## src/sv/fully_assoc_fifo_cache_tags_unit_macros.svh

```systemverilog
// assertion helpers used by the tags unit rtl
`ifndef FULLY_ASSOC_FIFO_CACHE_TAGS_UNIT_MACROS_SVH
`define FULLY_ASSOC_FIFO_CACHE_TAGS_UNIT_MACROS_SVH

// condition holds on every clock out of reset
`define FAFC_AST_ALWAYS(label, clk, rst_n, cond) \
    label: assert property (@(posedge clk) disable iff (!rst_n) (cond)) \
        else $error("fafc invariant violated");

// antecedent implies consequent on the next clock
`define FAFC_AST_NEXT(label, clk, rst_n, ante, cons) \
    label: assert property (@(posedge clk) disable iff (!rst_n) (ante) |=> (cons)) \
        else $error("fafc sequence violated");

`endif

```

## src/sv/fafc_pkg.sv

```systemverilog
`default_nettype none
package fafc_pkg;

    localparam int unsigned COUNT_W   = 32;
    localparam int unsigned OFFSET_W  = 5;
    localparam int unsigned LCOUNT_W  = 7;
    localparam int unsigned CFG_IDX_W = 8;
    localparam int unsigned CFG_DAT_W = 32;

    localparam logic [CFG_IDX_W-1:0] REG_OFFSET_BITS = 8'd0;
    localparam logic [CFG_IDX_W-1:0] REG_LINE_COUNT  = 8'd1;

    localparam logic [OFFSET_W-1:0] OFFSET_RESET = 5'd5;
    localparam logic [LCOUNT_W-1:0] LCOUNT_RESET = 7'd64;

    // per-line control from the replacement logic
    typedef struct packed {
        logic clear;
        logic evict;
        logic fill;
    } t_cell_ctrl;

endpackage
`default_nettype wire

```

## src/sv/fafc_cell.sv

```systemverilog
`default_nettype none
module fafc_cell #(
    parameter int unsigned TAG_W = 32
) (
    input  wire                       i_clk,
    input  wire                       i_rst_n,
    input  wire fafc_pkg::t_cell_ctrl i_ctrl,
    input  wire [TAG_W-1:0]           i_tag,
    input  wire                       i_hit,
    output logic                      o_hit
);

    logic             r_valid;
    logic [TAG_W-1:0] r_tag;

    always_ff @(posedge i_clk) begin
        if (!i_rst_n || i_ctrl.clear) begin
            r_valid <= 1'b0;
        end else if (i_ctrl.fill) begin
            r_valid <= 1'b1;
        end else if (i_ctrl.evict) begin
            r_valid <= 1'b0;
        end
    end

    always_ff @(posedge i_clk) begin
        if (i_ctrl.fill) begin
            r_tag <= i_tag;
        end
    end

    // match flag ripples down the row
    assign o_hit = i_hit | (r_valid && (r_tag == i_tag));

endmodule
`default_nettype wire

```

## src/sv/fully_assoc_fifo_cache_tags_unit.sv

```systemverilog
// pipeline: an accepted address is registered into the lookup stage, and its result word into the output register
// throughput: one address per cycle while the receiver takes words; all line cells
// compare in the cycle after accept and the fifo pointer and cells update on a miss as the lookup stage finishes
// a stalled result holds the next address in the lookup stage and the input waits
// reset: synchronous active low; clears line valid bits, fifo pointer, occupancy,
// counters and pipeline valids; registers return to offset 5 and 64 lines
`default_nettype none
`include "fully_assoc_fifo_cache_tags_unit_macros.svh"
module fully_assoc_fifo_cache_tags_unit #(
    parameter int unsigned MAX_LINES  = 64,
    parameter int unsigned ADDR_WIDTH = 32
) (
    input  wire                                   i_clk,
    input  wire                                   i_rst_n,
    // cfg: index and data of one register write
    input  wire                                   i_cfg_valid,
    output logic                                  o_cfg_ready,
    input  wire [fafc_pkg::CFG_IDX_W-1:0]         i_cfg_index,
    input  wire [fafc_pkg::CFG_DAT_W-1:0]         i_cfg_data,
    // slave tdata: address
    input  wire                                   i_s_tvalid,
    output logic                                  o_s_tready,
    input  wire [((ADDR_WIDTH+7)/8)*8-1:0]        i_s_tdata,
    // master tdata: hit_total, miss_total
    output logic                                  o_m_tvalid,
    input  wire                                   i_m_tready,
    output logic [2*fafc_pkg::COUNT_W-1:0]        o_m_tdata,
    // master tuser: hit
    output logic                                  o_m_tuser
);

    localparam int unsigned PW = (MAX_LINES > 1) ? $clog2(MAX_LINES) : 1;
    localparam int unsigned OW = $clog2(MAX_LINES + 1);
    localparam int unsigned SW = OW + 1;
    localparam int unsigned CW = fafc_pkg::COUNT_W;

    logic [fafc_pkg::OFFSET_W-1:0] r_offset;
    logic [fafc_pkg::LCOUNT_W-1:0] r_lcount;

    logic                  r_busy;
    logic [ADDR_WIDTH-1:0] r_tag;
    logic [PW-1:0]         r_oldest;
    logic [OW-1:0]         r_occ;
    logic [CW-1:0]         r_hit_cnt;
    logic [CW-1:0]         r_miss_cnt;
    logic                  r_out_valid;
    logic                  r_out_hit;
    logic [CW-1:0]         r_out_hits;
    logic [CW-1:0]         r_out_misses;

    logic                  cfg_wr;
    logic                  cfg_clear;
    logic                  s_acc;
    logic                  done;
    logic                  hit;
    logic                  miss;
    logic                  full;
    logic [OW-1:0]         limit;
    logic [SW-1:0]         slot_sum;
    logic [PW-1:0]         slot;
    logic [PW-1:0]         oldest_inc;
    logic [CW-1:0]         n_hit_cnt;
    logic [CW-1:0]         n_miss_cnt;
    logic [MAX_LINES:0]    hit_chain;

    assign o_cfg_ready = 1'b1;
    assign cfg_wr      = i_cfg_valid;
    // only a write to a known register empties the lines
    assign cfg_clear   = cfg_wr && (i_cfg_index inside {fafc_pkg::REG_OFFSET_BITS,
                                                        fafc_pkg::REG_LINE_COUNT});

    always_ff @(posedge i_clk) begin
        if (!i_rst_n) begin
            r_offset <= fafc_pkg::OFFSET_RESET;
            r_lcount <= fafc_pkg::LCOUNT_RESET;
        end else if (cfg_wr) begin
            case (i_cfg_index)
                fafc_pkg::REG_OFFSET_BITS: r_offset <= i_cfg_data[fafc_pkg::OFFSET_W-1:0];
                fafc_pkg::REG_LINE_COUNT:  r_lcount <= i_cfg_data[fafc_pkg::LCOUNT_W-1:0];
                default: ;
            endcase
        end
    end

    // lookup stage finishes when the output register can take its word
    assign done       = r_busy && (!r_out_valid || i_m_tready);
    assign o_s_tready = !r_busy || done;
    assign s_acc      = i_s_tvalid && o_s_tready;

    // zero lines counts as one, above the row saturates
    always_comb begin
        if (r_lcount == '0) begin
            limit = OW'(1);
        end else if (32'(r_lcount) > MAX_LINES) begin
            limit = OW'(MAX_LINES);
        end else begin
            limit = OW'(r_lcount);
        end
    end

    assign hit  = hit_chain[MAX_LINES];
    assign miss = done && !hit;
    assign full = (r_occ >= limit);

    // new line goes after the newest: the oldest's place plus occupancy, mod the row
    assign slot_sum = SW'(r_oldest) + SW'(r_occ);
    assign slot     = (slot_sum >= SW'(MAX_LINES)) ? PW'(slot_sum - SW'(MAX_LINES))
                                                   : PW'(slot_sum);
    assign oldest_inc = (32'(r_oldest) + 32'd1 >= MAX_LINES) ? '0 : PW'(r_oldest + 1'b1);

    assign hit_chain[0] = 1'b0;

    genvar g;
    generate
        for (g = 0; g < MAX_LINES; g++) begin : g_cell
            fafc_pkg::t_cell_ctrl ctrl;
            always_comb begin
                ctrl.clear = cfg_clear;
                ctrl.fill  = miss && (slot == PW'(g));
                ctrl.evict = miss && full && (r_oldest == PW'(g));
            end
            fafc_cell #(
                .TAG_W (ADDR_WIDTH)
            ) u_cell (
                .i_clk   (i_clk),
                .i_rst_n (i_rst_n),
                .i_ctrl  (ctrl),
                .i_tag   (r_tag),
                .i_hit   (hit_chain[g]),
                .o_hit   (hit_chain[g+1])
            );
        end
    endgenerate

    always_comb begin
        n_hit_cnt  = r_hit_cnt;
        n_miss_cnt = r_miss_cnt;
        if (done && hit && (r_hit_cnt != '1)) begin
            n_hit_cnt = r_hit_cnt + 1'b1;
        end
        if (miss && (r_miss_cnt != '1)) begin
            n_miss_cnt = r_miss_cnt + 1'b1;
        end
    end

    always_ff @(posedge i_clk) begin
        if (!i_rst_n) begin
            r_busy      <= 1'b0;
            r_oldest    <= '0;
            r_occ       <= '0;
            r_hit_cnt   <= '0;
            r_miss_cnt  <= '0;
            r_out_valid <= 1'b0;
        end else begin
            if (s_acc) begin
                r_busy <= 1'b1;
            end else if (done) begin
                r_busy <= 1'b0;
            end
            if (cfg_clear) begin
                r_oldest <= '0;
                r_occ    <= '0;
            end else if (miss) begin
                if (full) begin
                    r_oldest <= oldest_inc;
                end else begin
                    r_occ <= r_occ + 1'b1;
                end
            end
            r_hit_cnt  <= n_hit_cnt;
            r_miss_cnt <= n_miss_cnt;
            if (done) begin
                r_out_valid <= 1'b1;
            end else if (i_m_tready) begin
                r_out_valid <= 1'b0;
            end
        end
    end

    always_ff @(posedge i_clk) begin
        if (s_acc) begin
            r_tag <= i_s_tdata[ADDR_WIDTH-1:0] >> r_offset;
        end
        if (done) begin
            r_out_hit    <= hit;
            r_out_hits   <= n_hit_cnt;
            r_out_misses <= n_miss_cnt;
        end
    end

    assign o_m_tvalid = r_out_valid;
    assign o_m_tuser  = r_out_hit;
    assign o_m_tdata  = {r_out_misses, r_out_hits};

    `FAFC_AST_ALWAYS(a_occ_le_limit, i_clk, i_rst_n, r_occ <= limit || r_occ == '0)
    `FAFC_AST_ALWAYS(a_oldest_in_row, i_clk, i_rst_n, 32'(r_oldest) < MAX_LINES)
    `FAFC_AST_NEXT(a_done_shows_word, i_clk, i_rst_n, done, o_m_tvalid)
    `FAFC_AST_NEXT(a_miss_counted, i_clk, i_rst_n, miss && !cfg_wr,
                   r_miss_cnt == $past(r_miss_cnt) + 1'b1 || r_miss_cnt == '1)

endmodule
`default_nettype wire
```

## config.mk

```make
export PLATFORM = sky130hd
export DESIGN_NAME = fully_assoc_fifo_cache_tags_unit
export DESIGN_NICKNAME = d
export VERILOG_FILES = /design/src/sv/fafc_pkg.sv /design/src/sv/fafc_cell.sv /design/src/sv/fully_assoc_fifo_cache_tags_unit.sv
export VERILOG_INCLUDE_DIRS = /design/src /design/src/sv
export SDC_FILE = /design/constraint.sdc
export NUM_CORES = 2
export LEC_CHECK = 0
export BUFFER_PORTS_ARGS = -buffer_cell sky130_fd_sc_hd__buf_4
export CORE_ASPECT_RATIO = 0.75
export CORE_MARGIN = 3
export CORE_UTILIZATION = 34
export CTS_BUF_LIST = sky130_fd_sc_hd__clkbuf_4 sky130_fd_sc_hd__clkbuf_8
export DETAILED_ROUTE_END_ITERATION = 10
export SETUP_SLACK_MARGIN = 0.4
export SLEW_MARGIN = 25
export SYNTH_ARGS = -nofsm -noshare
export SYNTH_HDL_FRONTEND = slang
export SYNTH_SLANG_ARGS = --single-unit
```

## constraint.sdc

```tcl
create_clock -name i_clk -period 7.8 [get_ports i_clk]
set_input_delay 0.78 -clock i_clk [delete_from_list [all_inputs] [get_ports i_clk]]
set_output_delay 0.78 -clock i_clk [all_outputs]
set_load 0.1 [all_outputs]
```

=== Word level (Yosys, flattened, before mapping) ===
Cells that the tools add are included.

* Input bits: 77
* Bits in registers: 2,300
* Output and inout port bits: 68
* Word-level logic and storage cells: 831

* Reduce and logical (&&, ||, !) cells: 283
* Shift-type cells: 1
* Mux-type cells: 138
* Add/sub/neg operators: 7
* Bitwise logic cells: 65
* Equal/unequal tests: 193
* Magnitude comparators: 4

{| class="wikitable"
|+ Operator list
! kind !! count
|-
| 32-bit == test || 64
|-
| 6-bit == test, second input constant || 64
|-
| 1-bit logical AND || 200
|-
| 6-bit by 5-bit == test with 1-bit output, second input constant || 32
|-
| 2-bit nonzero test || 67
|-
| 1-bit two-way mux || 132
|-
| 6-bit by 4-bit == test with 1-bit output, second input constant || 16
|-
| 32-bit by 1-bit adder with 32-bit output, second input constant || 2
|-
| 32-bit two-way mux || 2
|-
| 32-bit inequality test, second input constant || 2
|-
| 1-bit OR || 63
|-
| 6-bit by 3-bit == test with 1-bit output, second input constant || 8
|-
| 32-bit by 5-bit right shift with 32-bit output || 1
|-
| 6-bit by 2-bit == test with 1-bit output, second input constant || 4
|-
| 7-bit two-way mux || 2
|-
| 6-bit by 1-bit == test with 1-bit output, second input constant || 2
|-
| 6-bit logical NOT || 2
|-
| 6-bit two-way mux || 2
|-
| 6-bit by 7-bit adder with 8-bit output || 1
|-
| 8-bit by 1-bit == test with 1-bit output, second input constant || 1
|-
| 8-bit by 7-bit greater-or-equal comparator with 1-bit output, second input constant || 1
|-
| 8-bit logical NOT || 1
|-
| 2-bit AND reduction || 4
|-
| 6-bit by 1-bit adder with 7-bit output, second input constant || 1
|-
| other kinds (11) || 17
|}

=== Depth between registers and ports, before layout ===
* Depth after elaboration: 71
* Gate-level depth with buffers: 18
* Depth with buffers taken out: 14

=== Modules after synthesis ===
Synthesis repeated with hierarchy kept, for this count alone.

* Cell total of the unflattened synthesis: 6,256
* Area total of the unflattened synthesis: 97,239.5 um2

{| class="wikitable"
|+ Modules (own cells, without submodules)
! module !! area an instance (um2) !! cells each !! times used !! sequential area each (um2)
|-
| fafc_cell || 1,352.5 || 80 || 64 || 980.9
|-
| fully_assoc_fifo_cache_tags_unit || 10,676.5 || 1,136 || 1 || 4,734.5
|}

=== Least setup slack after synthesis ===
Ideal clock, no wire load.

* Path type: reg2reg
* Start point: reg r_out_valid, in the netlist o_m_tvalid
* End point: reg g_cell[18].u_cell.r_tag[0], enable pin
* Buffers on the path: 1
* Period minus slack after synthesis: 6.367 ns
* Arrival: 5.980 ns
* Stages on the path, launching flop included: 8
* Library setup time: 0.387 ns
* Slack: 1.433 ns
* Data required time: 7.413 ns
* Cells stage by stage: dfxtp_1 > nor2b_1 > nor2b_1 > nand3_4 > nor2_1 > clkbuf_1 > nand4_1 > inv_1

{| class="wikitable"
|+ RTL lines
! item !! RTL line !! source
|-
| start: declaration || fully_assoc_fifo_cache_tags_unit.sv:46 || <nowiki>logic r_out_valid;</nowiki>
|-
| start signal: assignment || fully_assoc_fifo_cache_tags_unit.sv:153 || <nowiki>r_out_valid <= 1'b0;</nowiki>
|-
| start signal: assignment || fully_assoc_fifo_cache_tags_unit.sv:173 || <nowiki>r_out_valid <= 1'b1;</nowiki>
|-
| start signal: assignment || fully_assoc_fifo_cache_tags_unit.sv:175 || <nowiki>r_out_valid <= 1'b0;</nowiki>
|-
| end signal: assignment || fafc_cell.sv:28 || <nowiki>r_tag <= i_tag;</nowiki>
|-
| end: declaration || fafc_cell.sv:14 || <nowiki>logic [TAG_W-1:0] r_tag;</nowiki>
|}

==> impl_metrics.ini <==
[setup_path]
startpoint_type = register
crit_chain = buf_4 > xnor2_1 > nand4_1 > nor4_1 > nand3_1 > nand4_1 > nor4_1 > nand4_1 > nor2_4 > buf_12 > nand4_1 > inv_1 > buf_4
crit_type = reg -> reg
cp_num_buf_inv = 4
cp_slowest_cell = edfxtp_1
worstPathMaxFanout = 36
arrival_ns = 7.01
cp_common_cell = nand4_1
critPathRequiredTime_ns = 8.40
critical-path-top-delay-family = simple AND/OR/NAND/NOR gates
cp-end-kind = register
cpPeakStageDelay_ns = 1.04

[drt]
totalWireLength_mm = 312
drt_pass1_iterations = 6
vias_per_cell = 5.40
drtIter0Drc = 7716
drtAntennaViolNets = 0
num_vias = 66172
wire_per_inst_um = 25.4
drc = 0

[clock_network]
tritoncts = yes
cts.reportedPaths.clkPinSlew_ns = 0.07
numCtsBuffers = 350
clock-sinks = 2300
clkLatencyLatePin_ns = 1.00
postCtsSetupBuffers = 0
clockBufferDepth = 4
root_buffer = clkbuf_8
htreeDepth = 5

[synth]
synth_top_area_cell = edfxtp_1
ys_types = 79
synth.net_count = 7508
synth_edf_count = 2145
synth-main-ff-cell = edfxtp_1
ys_seq_area_share_pct = 64.7
synth_warnings = 0
async_flop_share_pct = 0
syn_inst = 7411
ys_top_cells_by_area = edfxtp_1 (62%), xor2_1 (9.1%), xnor2_1 (8.1%)
yosys_register_bits = 2300
syn_area_um2 = 104000
yosys.cell_count.top_type = edfxtp_1
yosysTopAreaCellShare_pct = 61.7
synth.avg_cell_area_um2 = 14.1
synth_top_cells_by_count = edfxtp_1 (2,145), xor2_1 (1,080), xnor2_1 (967), nor4_1 (561), nand4_1 (455)

[sta]
fin_tns_setup_ns = 0
max_freq_mhz = 156
finalSetupViolCount = 0
drv_slew = 0
fin_skew_ns = 0.0901
worst_pin_slew_ns = 1.18
rsz0062_at_grt = false
finalHoldViolations = 0
period_minus_slack_ns = 6.42
finalCritPeriodShare_pct = 82.3
relSlewSlack_pct = 20.8

[power]
pwr_density_cell_nw_per_um2 = 215
leakage_nw = 37.7
power_mw = 25.4
pwr-share-clk_pct = 39.2
p_seq_share_pct = 53.4
p_comb_share_pct = 7.4
p_int_mw = 19.2
peakVddDrop_mv = 0.144
p_sw_mw = 6.22
swShare_pct = 24.5

[finish]
nFillCells = 28498
area_growth_pct = 13.5
nets = 7997
drive_gt1_share_pct = 13.6
instances_no_fill = 12245

[global_routing]
antenna_found_initial = 26
grt_pass1_wl_mm = 450
gr-total-overflow = 0
grt_max_degree = 89
grt_usage_pct = 19.2
grt_pass1_vias = 64245

[place]
dpl.cell_count = 11613
portBuffers = 118
gp_congestion = 0.905
dp.final_hpwl_mm = 194

[floorplanning]
die_h_um = 486
ios = 145
die_x_um = 646
core-area_um2 = 304000
fp-row-count = 175
start_util_pct = 34.3
die_area_um2 = 314000

[run]
drv_cap = 0

[min_path]
min_path_type = in -> reg

[status]
status = complete, no violations
tightest hold or removal path, stage by stage:
cell and delay [ns]:
buf_4 0.10, nand2_1 0.05, o211ai_1 0.08
worst paths after layout:
| check | end | slack, ns | from | cells past startpoint |
|---|---|---|---|---|
| worst max register to register | g_cell[4].u_cell.r_tag[1] | 1.38 | r_tag[2] | 13 |
| worst min-delay path | r_offset[0] | 0.08 | i_cfg_data[0] | 3 |
| worst min register to register | g_cell[39].u_cell.r_valid | 0.49 | g_cell[39].u_cell.r_valid | 2 |
| worst max-delay path | g_cell[4].u_cell.r_tag[1] | 1.38 | r_tag[2] | 13 |
cells by family after synthesis:
group,synth area share [%]
simple gates,12.1
other cells,0.00359
fa+ha+maj,0.247
xor+xnor,17.2
mux,0.907
buf+inv,2.63
compound gates,2.29
flops,64.7
layout make-up:
type,instances,area [um2],share of cell area (%)
Multi-Input combinational cell,4670,34300,28.9
Clock inverter,121,657,0.554
Tap cell,4071,5090,4.30
Sequential cell,2300,67500,57.0
Timing Repair Buffer,464,4400,3.71
Inverter,114,428,0.361
Clock buffer,496,6110,5.16
Antenna cell,9,22.5,0.0190
timing repair:
action                    in CTS  in global routing
resized for setup              0                  0
hold buffers                   5                  0
hold endpoints to repair       6                  0
per-stage QoR:
| step | hold WS [ns] | util [%] | worst slack, ns | cell area (um2) |
|---|---|---|---|---|
| final | 0.0799 | 38.9 | 1.38 | 119000 |
| after global routing | 0.0557 | 38.9 | 1.37 | 119000 |
| after CTS | 0.00156 | 38.9 | 1.50 | 118000 |
| after detailed placement | 0.472 | 36.7 | 1.56 | 112000 |
| after global placement | 0.472 | 36.7 | 1.55 | 112000 |
| after floorplan | 0.439 | - | 1.43 | 104000 |
flip-flops by register name, indices dropped and copies added, names as in the netlist:
name and cells:
r_occ 7, r_offset 5, r_oldest 6, r_lcount 7, r_busy 1, r_tag 32
r_miss_cnt 32, r_out_misses 32, g_cell.u_cell.r_tag 2048, o_m_tuser 1, o_m_tvalid 1, g_cell.u_cell.r_valid 64
r_hit_cnt 32, r_out_hits 32
power groups by stage:
stage / registers, mW / clock network [mW] / logic (mW)
6_report: 13.6 / 9.96 / 1.89
5_1_grt: 13.6 / 10.7 / 1.99
4_1_cts: 13.6 / 10.1 / 1.87
3_5_place_dp: 13.8 / 0 / 1.86
3_3_place_gp: 13.9 / 0 / 1.85
2_1_floorplan: 14.0 / 0 / 0.978
layer usage:
layer / track usage [%] / share of wire, %
met1: 28.7 / 45
met2: 28.2 / 43
met3: 4.01 / 9.3
met4: 5.02 / 2.6
met5: 0 / 0.0055
layout by cell type (no fill, tap or decap), types with 49 or more instances in the layout:
cell      netlist  final
nand3_1       218    218
nor4_1        561    553
nor3_1        115    109
inv_1         113    112
dfxtp_1       155    154
mux2i_1        53     53
clkinv_1        1     72
nand4_1       455    455
edfxtp_1     2145   2145
a21oi_1       135    135
nor2_1        124    123
buf_12          1     70
nand2_1       296    295
nand4b_1       58     58
xor2_1       1080   1080
xnor2_1       967    967
clkbuf_8        0    382
clkbuf_4        0    114
nand2b_1       55     54
buf_4         140    385
or4_1          49     49
o41ai_1        73     72
nor4b_1        50     50
(Power assumes the default switching activity.)
